<file path="config.mk">
export PLATFORM = sky130hd
export DESIGN_NAME = multi_key_click_event_detector
export DESIGN_NICKNAME = d
export VERILOG_FILES = /design/src/hdl/mkcd_pkg.sv /design/src/hdl/multi_key_click_event_detector.sv /design/src/hdl/mkcd_lane.sv /design/src/hdl/mkcd_merge.sv
export SDC_FILE = /design/constraint.sdc
export NUM_CORES = 1
export LEC_CHECK = 0
export BUFFER_PORTS_ARGS = -buffer_cell sky130_fd_sc_hd__buf_2
export CORE_MARGIN = 1.5
export CORE_UTILIZATION = 25
export DETAILED_ROUTE_END_ITERATION = 8
export GPL_ROUTABILITY_DRIVEN = 0
export PLACE_DENSITY = 0.47
export SLEW_MARGIN = 20
export SYNTH_ARGS = -nofsm -noshare
export SYNTH_HDL_FRONTEND = slang
export SYNTH_SLANG_ARGS = --single-unit
</file>
<file path="constraint.sdc">
create_clock -name clk -period 2.95 [get_ports clk]
set_input_delay 0.59 -clock clk [delete_from_list [all_inputs] [get_ports clk]]
set_output_delay 0.59 -clock clk [all_outputs]
set_load 0.05 [all_outputs]
</file>
<file path="src/hdl/mkcd_pkg.sv">
// ----------------------------------------------------------------------------
// mkcd_pkg
// shared constants and types of the multi-key click event detector
// ----------------------------------------------------------------------------
package mkcd_pkg;

    localparam int NUM_KEYS = 5;
    localparam int PIN_BITS = 5;
    localparam int EV_BITS  = 7;
    localparam int KIDX_W   = 3;

    localparam logic [EV_BITS-1:0] EV_HOLD   = 7'h01;
    localparam logic [EV_BITS-1:0] EV_DOWN   = 7'h02;
    localparam logic [EV_BITS-1:0] EV_UP     = 7'h04;
    localparam logic [EV_BITS-1:0] EV_SINGLE = 7'h08;
    localparam logic [EV_BITS-1:0] EV_DOUBLE = 7'h10;
    localparam logic [EV_BITS-1:0] EV_LONG   = 7'h20;
    localparam logic [EV_BITS-1:0] EV_REPEAT = 7'h40;

    localparam logic [1:0] REG_SCAN_PERIOD   = 2'd0;
    localparam logic [1:0] REG_DOUBLE_WINDOW = 2'd1;
    localparam logic [1:0] REG_LONG_TIME     = 2'd2;
    localparam logic [1:0] REG_REPEAT_TIME   = 2'd3;

    localparam logic MODE_TICK  = 1'b0;
    localparam logic MODE_CHECK = 1'b1;

    typedef logic [EV_BITS-1:0] ev_flags_t;

    typedef struct packed {
        logic [7:0]  scan_period;
        logic [15:0] double_window;
        logic [15:0] long_time;
        logic [15:0] repeat_time;
    } cfg_t;

    typedef struct packed {
        logic      tick;
        logic      scan;
        logic      pressed;
        logic      clear;
        ev_flags_t mask;
    } lane_ctrl_t;

endpackage

</file>
<file path="src/hdl/multi_key_click_event_detector.sv">
// ----------------------------------------------------------------------------
// multi_key_click_event_detector
// per-key click, double, long and repeat detection with sticky event flags
// ----------------------------------------------------------------------------
// the result item is registered in the cycle after its input item is accepted
// throughput: one item per cycle, one lane per key updates in parallel
// the single output register stalls input only while its item is not taken
// reset: flags, timers, click machines and divider clear at once, registers
// return to scan_period 20, double_window 200, long_time 2000, repeat_time 100
module multi_key_click_event_detector
    import mkcd_pkg::*;
(
    input  logic        clk,
    input  logic        rst_n,
    input  logic        psel,
    input  logic        penable,
    input  logic        pwrite,
    input  logic [3:0]  paddr,
    input  logic [31:0] pwdata,
    output logic [31:0] prdata,
    output logic        pready,
    input  logic        s_tvalid,
    output logic        s_tready,
    input  logic [15:0] s_tdata,   // pin_levels[4:0], key_index[7:5], event_mask[14:8], 0
    input  logic        s_tuser,   // mode
    output logic        m_tvalid,
    input  logic        m_tready,
    output logic [7:0]  m_tdata    // hit[0], flags_seen[7:1]
);

    cfg_t       cfg_reg, cfg_next;
    logic [7:0] div_reg, div_next;
    logic [7:0] div_inc;
    logic       in_fire;
    logic       tick;
    logic       scan;
    logic       cfg_we;
    logic [PIN_BITS-1:0] pin_levels;
    logic [KIDX_W-1:0]   key_index;
    ev_flags_t  event_mask;
    logic [NUM_KEYS-1:0][EV_BITS-1:0] lane_flags;
    logic [NUM_KEYS-1:0] lane_clear;
    logic       out_hit;
    ev_flags_t  out_flags;

    assign pin_levels = s_tdata[4:0];
    assign key_index  = s_tdata[7:5];
    assign event_mask = s_tdata[14:8];

    assign pready = 1'b1;
    assign cfg_we = psel && penable && pwrite;

    always_comb
    begin
        cfg_next = cfg_reg;
        if (cfg_we)
        begin
            case (paddr[3:2])
                REG_SCAN_PERIOD:   cfg_next.scan_period   = pwdata[7:0];
                REG_DOUBLE_WINDOW: cfg_next.double_window = pwdata[15:0];
                REG_LONG_TIME:     cfg_next.long_time     = pwdata[15:0];
                REG_REPEAT_TIME:   cfg_next.repeat_time   = pwdata[15:0];
                default:           cfg_next = cfg_reg;
            endcase
        end
        case (paddr[3:2])
            REG_SCAN_PERIOD:   prdata = {24'd0, cfg_reg.scan_period};
            REG_DOUBLE_WINDOW: prdata = {16'd0, cfg_reg.double_window};
            REG_LONG_TIME:     prdata = {16'd0, cfg_reg.long_time};
            REG_REPEAT_TIME:   prdata = {16'd0, cfg_reg.repeat_time};
            default:           prdata = 32'd0;
        endcase
    end

    assign s_tready = !m_tvalid || m_tready;
    assign in_fire  = s_tvalid && s_tready;
    assign tick     = in_fire && (s_tuser == MODE_TICK);
    assign div_inc  = div_reg + 8'd1;
    assign scan     = tick && (div_inc >= cfg_reg.scan_period);

    always_comb
    begin
        div_next = div_reg;
        if (tick)
        begin
            div_next = scan ? 8'd0 : div_inc;
        end
    end

    always_ff @(posedge clk or negedge rst_n)
    begin
        if (!rst_n)
        begin
            cfg_reg.scan_period   <= 8'd20;
            cfg_reg.double_window <= 16'd200;
            cfg_reg.long_time     <= 16'd2000;
            cfg_reg.repeat_time   <= 16'd100;
            div_reg               <= 8'd0;
        end
        else
        begin
            cfg_reg <= cfg_next;
            div_reg <= div_next;
        end
    end

    for (genvar k = 0; k < NUM_KEYS; k++)
    begin : g_lane
        lane_ctrl_t ctrl;
        always_comb
        begin
            ctrl.tick  = tick;
            ctrl.scan  = scan;
            ctrl.clear = lane_clear[k];
            ctrl.mask  = event_mask;
            if (k < PIN_BITS)
            begin
                ctrl.pressed = !pin_levels[k];
            end
            else
            begin
                ctrl.pressed = 1'b0;
            end
        end
        mkcd_lane u_lane
        (
            .clk   (clk),
            .rst_n (rst_n),
            .cfg   (cfg_reg),
            .ctrl  (ctrl),
            .flags (lane_flags[k])
        );
    end

    mkcd_merge u_merge
    (
        .clk        (clk),
        .rst_n      (rst_n),
        .in_fire    (in_fire),
        .in_mode    (s_tuser),
        .key_index  (key_index),
        .event_mask (event_mask),
        .lane_flags (lane_flags),
        .out_ready  (m_tready),
        .out_valid  (m_tvalid),
        .out_hit    (out_hit),
        .out_flags  (out_flags),
        .lane_clear (lane_clear)
    );

    assign m_tdata = {out_flags, out_hit};

    a_tick_no_hit: assert property (@(posedge clk) disable iff (!rst_n)
        tick |=> (m_tvalid && m_tdata == 8'd0))
        else $error("tick item produced a nonzero result");

    a_bad_key_quiet: assert property (@(posedge clk) disable iff (!rst_n)
        (in_fire && s_tuser == MODE_CHECK && int'(key_index) >= NUM_KEYS)
        |-> (lane_clear == '0) ##1 (m_tdata == 8'd0))
        else $error("check of a missing key touched state or reported flags");

    a_one_clear: assert property (@(posedge clk) disable iff (!rst_n)
        $onehot0(lane_clear) && (lane_clear == '0 || in_fire))
        else $error("flag clear on more than one key or without an item");

endmodule

</file>
<file path="src/hdl/mkcd_lane.sv">
// ----------------------------------------------------------------------------
// mkcd_lane
// one key: window timer, press level, click machine and sticky event flags
// ----------------------------------------------------------------------------
module mkcd_lane
    import mkcd_pkg::*;
(
    input  logic       clk,
    input  logic       rst_n,
    input  cfg_t       cfg,
    input  lane_ctrl_t ctrl,
    output ev_flags_t  flags
);

    typedef enum logic [2:0] {
        PH_IDLE        = 3'd0,
        PH_WAIT_LONG   = 3'd1,
        PH_WAIT_SECOND = 3'd2,
        PH_DOUBLE      = 3'd3,
        PH_LONG        = 3'd4
    } phase_t;

    phase_t      phase_reg, phase_next;
    logic [15:0] timer_reg, timer_next;
    logic        cur_reg, cur_next;
    ev_flags_t   flags_reg, flags_next;
    logic [15:0] timer_dec;

    always_comb
    begin
        timer_dec  = (timer_reg != 16'd0) ? timer_reg - 16'd1 : 16'd0;
        phase_next = phase_reg;
        timer_next = timer_reg;
        cur_next   = cur_reg;
        flags_next = flags_reg;
        if (ctrl.clear)
        begin
            flags_next = flags_reg & ~ctrl.mask;
        end
        if (ctrl.tick)
        begin
            timer_next = timer_dec;
        end
        if (ctrl.scan)
        begin
            cur_next = ctrl.pressed;
            if (ctrl.pressed)
            begin
                flags_next = flags_next | EV_HOLD;
            end
            else
            begin
                flags_next = flags_next & ~EV_HOLD;
            end
            if (ctrl.pressed && !cur_reg)
            begin
                flags_next = flags_next | EV_DOWN;
            end
            if (!ctrl.pressed && cur_reg)
            begin
                flags_next = flags_next | EV_UP;
            end
            case (phase_reg)
                PH_WAIT_LONG:
                begin
                    if (!ctrl.pressed)
                    begin
                        timer_next = cfg.double_window;
                        phase_next = PH_WAIT_SECOND;
                    end
                    else if (timer_dec == 16'd0)
                    begin
                        timer_next = cfg.repeat_time;
                        flags_next = flags_next | EV_LONG;
                        phase_next = PH_LONG;
                    end
                end
                PH_WAIT_SECOND:
                begin
                    if (ctrl.pressed)
                    begin
                        flags_next = flags_next | EV_DOUBLE;
                        phase_next = PH_DOUBLE;
                    end
                    else if (timer_dec == 16'd0)
                    begin
                        flags_next = flags_next | EV_SINGLE;
                        phase_next = PH_IDLE;
                    end
                end
                PH_DOUBLE:
                begin
                    if (!ctrl.pressed)
                    begin
                        phase_next = PH_IDLE;
                    end
                end
                PH_LONG:
                begin
                    if (!ctrl.pressed)
                    begin
                        phase_next = PH_IDLE;
                    end
                    else if (timer_dec == 16'd0)
                    begin
                        timer_next = cfg.repeat_time;
                        flags_next = flags_next | EV_REPEAT;
                    end
                end
                default:
                begin
                    if (ctrl.pressed)
                    begin
                        timer_next = cfg.long_time;
                        phase_next = PH_WAIT_LONG;
                    end
                    else
                    begin
                        phase_next = PH_IDLE;
                    end
                end
            endcase
        end
    end

    always_ff @(posedge clk or negedge rst_n)
    begin
        if (!rst_n)
        begin
            phase_reg <= PH_IDLE;
            timer_reg <= 16'd0;
            cur_reg   <= 1'b0;
            flags_reg <= '0;
        end
        else
        begin
            phase_reg <= phase_next;
            timer_reg <= timer_next;
            cur_reg   <= cur_next;
            flags_reg <= flags_next;
        end
    end

    assign flags = flags_reg;

endmodule

</file>
<file path="src/hdl/mkcd_merge.sv">
// ----------------------------------------------------------------------------
// mkcd_merge
// picks the addressed key's flags, forms the hit and holds the result item
// ----------------------------------------------------------------------------
module mkcd_merge
    import mkcd_pkg::*;
(
    input  logic                           clk,
    input  logic                           rst_n,
    input  logic                           in_fire,
    input  logic                           in_mode,
    input  logic [KIDX_W-1:0]              key_index,
    input  ev_flags_t                      event_mask,
    input  logic [NUM_KEYS-1:0][EV_BITS-1:0] lane_flags,
    input  logic                           out_ready,
    output logic                           out_valid,
    output logic                           out_hit,
    output ev_flags_t                      out_flags,
    output logic [NUM_KEYS-1:0]            lane_clear
);

    logic      valid_reg, valid_next;
    logic      hit_reg, hit_next;
    ev_flags_t seen_reg, seen_next;
    ev_flags_t seen;
    logic [NUM_KEYS-1:0] sel;
    logic      hit;

    always_comb
    begin
        seen = '0;
        for (int k = 0; k < NUM_KEYS; k++)
        begin
            sel[k] = (in_mode == MODE_CHECK) && (int'(key_index) == k);
            if (sel[k])
            begin
                seen = seen | lane_flags[k];
            end
        end
        hit = |(seen & event_mask);
        for (int k = 0; k < NUM_KEYS; k++)
        begin
            lane_clear[k] = in_fire && sel[k] && hit && (event_mask != EV_HOLD);
        end
        valid_next = in_fire ? 1'b1 : (out_ready ? 1'b0 : valid_reg);
        hit_next   = in_fire ? hit  : hit_reg;
        seen_next  = in_fire ? seen : seen_reg;
    end

    always_ff @(posedge clk or negedge rst_n)
    begin
        if (!rst_n)
        begin
            valid_reg <= 1'b0;
        end
        else
        begin
            valid_reg <= valid_next;
        end
    end

    always_ff @(posedge clk)
    begin
        hit_reg  <= hit_next;
        seen_reg <= seen_next;
    end

    assign out_valid = valid_reg;
    assign out_hit   = hit_reg;
    assign out_flags = seen_reg;

endmodule

</file>
Word-level counts from Yosys, hierarchy flattened --
Index checks and enable logic that the tools add are counted.
Operators by class: $add $sub $neg 6, order comparisons 1, equality and inequality tests 43, multiplexer cells 144, bitwise logic cells 12, reduce and logical (&&, ||, !) cells 85
Operators with widths (number):
- $mux W16 | 35
- $pmux W16 S3 | 5
- $mux W7 | 25
- $pmux W32 S4 | 1
- $pmux W7 S3 | 5
- $mux W3 | 30
- $logic_not A16 Y1 | 5
- $reduce_bool A16 Y1 | 5
- $sub A16 B1 Y16 const B | 5
- $mux W6 | 10
- $pmux W3 S3 | 5
- $and A7 B7 Y7 | 6
- $logic_and A1 B1 Y1 | 35
- $eq A3 B2 Y1 const B | 11
- $ne A3 B2 Y1 const B | 10
- $or A7 B7 Y7 | 4
- $mux W5 | 5
- $eq A3 B3 Y1 const B | 8
- $mux W4 | 5
- $reduce_and A4 Y1 | 5
- $reduce_or A2 Y1 | 10
- $eq A3 B1 Y1 const B | 5
- $mux W1 | 12
- $reduce_bool A2 Y1 | 6
- other kinds (16) | 38
Word-level totals: bits in registers 208, input port bits 60, output and inout port bits 43, word-level logic and storage cells 324

Longest topological paths before layout --
depth in word-level cells 22, depth in mapped cells 14, mapped depth without buffers 12

Modules after synthesis --
A second synthesis with hierarchy kept.
Unflattened totals: cells, all modules 2027, area total of the unflattened synthesis 17186.5 sq um
By module, submodules not included:
- mkcd_lane at g_lane[0].u_lane ... | instances 2, cells each 355, area an instance 2656.3 sq um, seq. area each 675.6 sq um
- mkcd_lane at g_lane[2].u_lane ... | instances 2, cells each 318, area an instance 2578.7 sq um, seq. area each 675.6 sq um
- multi_key_click_event_detector | instances 1, cells each 264, area an instance 3353.2 sq um, seq. area each 1619.1 sq um
- mkcd_lane at g_lane[4].u_lane | instances 1, cells each 340, area an instance 2576.2 sq um, seq. area each 675.6 sq um
- mkcd_merge | instances 1, cells each 77, area an instance 787.0 sq um, seq. area each 265.3 sq um

Least setup slack after synthesis --
OpenSTA, ideal clock, no wires.
path type register -> register, from register div_reg[0], to register g_lane[0].u_lane.timer_reg[15], library setup time 126 ps, arrival 3069 ps, data required time 2824 ps, setup slack -245 ps, stages on the path, launching flop included 14, buffers on the path 2, clock period less this slack 3195 ps, path through dfrtp_1 > ha_1 > nand3_1 > xnor2_1 > ha_1 > a21o_1 > a2111oi_0 > o21ai_1 > nand2_1 > clkbuf_1 > buf_1 > a21oi_1 > a211oi_1 > nand2_1
Between the ends: longest elaborated chain between the ends 4
Ends and longest elaborated chain:
- from (decl) | line multi_key_click_event_detector.sv:32 | logic [7:0] div_reg, div_next;
- from (signal assigned) | line multi_key_click_event_detector.sv:103 | div_reg <= div_next;
- $add A8 B1 Y8 | line multi_key_click_event_detector.sv:78 | assign div_inc = div_reg + 8'd1;
- $ge A8 B8 Y1 | line multi_key_click_event_detector.sv:79 | assign scan = tick && (div_inc >= cfg_reg.scan_period);
- $logic_and A1 B1 Y1 | line multi_key_click_event_detector.sv:79
- $mux W16 | line mkcd_lane.sv:44 | if (ctrl.scan)
- named net g_lane[0].u_lane.timer_next[15] | line mkcd_lane.sv:24 | logic [15:0] timer_reg, timer_next;
- to (signal assigned) | line mkcd_lane.sv:138 | timer_reg <= timer_next;
- to (decl) | line mkcd_lane.sv:24
The timed path passes the listed nets, and every way through them passes these cells. A chain may end at the register's enable or synchronous reset.

Final worst setup path --
from register div_reg[0], to register g_lane[0].u_lane.timer_reg[1]
The elaborated chain is that of the path after synthesis.

==> results.yml <==
sta:
  finalCritPeriodShare: 1.03
  period_needed_ns: 3.03
  timing.final.ws_setup_ns: -0.0845
  rsz0062_at_grt: "yes"
  hold_viol: 0
  worst_clock_skew_ns: 0.0451
  worst-slew-pin-transition_ns: 1.04
  finalSetupViolCount: 18
  slew_headroom: 0.308
  clock.fmax_mhz: 330
  setup-tns-final_ns: -0.556
  slew_violations: 0
min_path:
  min_from: "pwdata[13]"
  min_path_type: "in -> reg"
  min_path_cells: 2
critical_path:
  critPathMaxFanout: 5
  cp.depth: 12
  timing.rr.end: "g_lane[0].u_lane.timer_reg[1]"
  cp.buffers_inverters: 1
  cp_cell_sequence: "ha_4, nand3_4, xnor2_2, ha_1, a21o_1, a2111oi_4, buf_4, o21a_4, nor2_4, a32oi_2, or4b_1, and3_1"
  cp_data_arrival_time_ns: 3.53
  cp-start-kind: "register"
  cp-end-kind: "register"
  timing_worst_setup_path_type: "reg -> reg"
  worst_path_largest_cell_delay_ns: 0.45
  crit_family: "compound AO/OA/AOI/OAI gates"
  critPathRequiredTime_ns: 3.44
  crit_end: "g_lane[0].u_lane.timer_reg[1]"
  slowest_stage: "or4b_1"
  ff2ff_path_depth: 12
  r2r_start: "div_reg[0]"
  regToRegSetupSlack_ns: -0.08
  startpoint: "div_reg[0]"
yosys:
  yosys_warnings: 0
  synth_area_sq_mm: 0.0170
  yosys.cell_types.count: 98
  synthTopCellsByCount: "o21ai_0, nand2_1, dfrtp_1"
  synth-edff-count: 8
  yosys_most_used_dff: "dfrtp_1"
  yosys.area.top_type_share: 0.273
  synth_area_leaders: "dfrtp_1, o21ai_0, a21oi_1"
  synth_most_common_cell: "o21ai_0"
  syn_area_per_cell_sq_um: 7.93
  yosysSeqAreaShare: 0.309
  ys_seq_elements: 208
  yosys.area.top_type: "dfrtp_1"
  synth_cells: 2148
  synthArstFlopShare: 0.962
detailed_routing:
  postRouteWirelength_microns: 79400
  vias_per_cell: 5.90
  ant_nets: 0
  drtPass1Iterations: 6
  wire_per_inst_microns: 24.2
  drc_errors: 0
  drt-initial-drc-count: 2188
  dr_total_vias: 19381
flow_run:
  cap_violations: 0
power_and_ir_drop:
  power_uw: 18000
  worst_ir_drop_vdd_mv: 0.459
  p_leak_uw: 0.00896
  cellPowerDensity_mw_per_mm2: 784
placed_design:
  io_buffers: 66
  dpl.hpwl_microns: 55600
grt:
  grt_pass1_wl_microns: 117000
  track_usage: 0.216
  grt_pass1_vias: 18518
  grt_overflow_total: 0
  antenna_found_initial: 4
  grt_max_degree: 68
outcome:
  failed_checks: "setup timing"
  status: "complete, but fails checks"
clocking:
  numCtsBuffers: 27
  htreeDepth: 1
  clkSinkCount: 208
  cts_tree: "yes"
  cts_root_buffer: "clkbuf_16"
  clk_latency_ns: 0.61
  path_clk_slew_ns: 0.06
  clockBufferDepth: 3
die:
  die_h_microns: 264
  fp.dieW_microns: 264
  dieArea_sq_mm: 0.0697
  rows: 95
  num_io_pins: 103
  start_util: 0.253
  core_area_sq_mm: 0.0673
cells_and_area:
  largest_reg_flops: 80
  fin_nets: 2467
  num-fill-cells: 7018
  drive_above_1_share: 0.307
  final-seq-area_sq_mm: 0.00526
  areaGrowthSynthToFinish_pct: 34.7
  multiInputGateArea_sq_mm: 0.0119
==> cell families after synthesis <==
family | count (synthesis) | share of synthesized area
compound gates | 801 | 0.313
simple gates | 749 | 0.225
buf+inv | 255 | 0.0625
flops | 208 | 0.309
mux | 89 | 0.0628
xor+xnor | 25 | 0.0129
fa+ha+maj | 19 | 0.0140
other cells | 2 | 0.000441
==> layer usage <==
layer,up-vias,GRT usage,routed length (microns)
li1,8676,-,-
met1,9615,0.295,34100
met2,913,0.333,35100
met3,173,0.0477,6990
met4,4,0.0820,3200
met5,-,0,68
==> cell type report <==
type	count	area share
flip-flops and latches	208	0.229
well taps	873	0.0476
clock inverters	14	0.0109
repair buffers	402	0.150
clock buffers	36	0.0331
diodes	3	0.000327
inverters	49	0.00802
multi-input cells	1700	0.521
==> power by group <==
part,internal [uW],total (uW),switching [uW]
Clock,2340,3810,1470
Sequential,3620,4780,1160
Combinational,3800,9390,5590
Total,9760,18000,8220
==> placed cells by master (no fill, tap or decap), types with 31 or more instances in the layout <==
cell	instances
nand3_1	77
a22o_1	31
nor2_1	139
o31ai_1	31
buf_4	267
o21ai_1	31
nand4_1	36
a21oi_1	147
inv_1	45
dfrtp_1	185
buf_2	65
a22oi_1	33
clkbuf_16	31
nand2_1	188
nor3_1	45
o21ai_0	195
mux2_2	57
==> worst reg2reg max path, delay by kind of cell, from the launching register on <==
kind,cells,cell delay [ns]
AO/OA/AOI/OAI,4,0.91
flip-flops,1,0.42
adder cells (fa/ha/maj),2,0.49
AND/OR/NAND/NOR,4,0.79
XOR/XNOR,1,0.16
buffers and inverters,1,0.17
==> stage by stage <==
step | setup WS [ns] | std cells | hold slack [ns] | utilization | area, sq um
2_1_floorplan | 0.00672 | 2163 | 0.294 | - | 17100
3_3_place_gp | -0.218 | 3184 | 0.473 | 0.298 | 20100
3_5_place_dp | -0.229 | 3184 | 0.488 | 0.298 | 20100
4_1_cts | -0.0647 | 3251 | 0.224 | 0.320 | 21600
5_1_grt | -0.201 | 3282 | 0.238 | 0.341 | 22900
6_report | -0.0845 | 3285 | 0.245 | 0.341 | 22900
==> how the worst min path moves through the flow <==
stage                                 to  slack, ns
4_1_cts                      cfg_reg[45]       0.22
2_1_floorplan                 cfg_reg[0]       0.29
6_report                     cfg_reg[45]       0.25
3_3_place_gp   g_lane[3].u_lane.flags[1]       0.47
5_1_grt                      cfg_reg[29]       0.24
3_5_place_dp   g_lane[2].u_lane.flags[1]       0.49
==> timing repair <==
action | in CTS | in global routing
gates cloned | 1 | 4
hold endpoints to repair | 27 | 0
hold buffers | 1 | 0
pin swaps | 25 | 85
gates resized for setup | 70 | 213
endpoints found under the setup margin | 118 | 106
setup buffers | 17 | 29
Note: power is estimated with default switching activity, not from simulation.
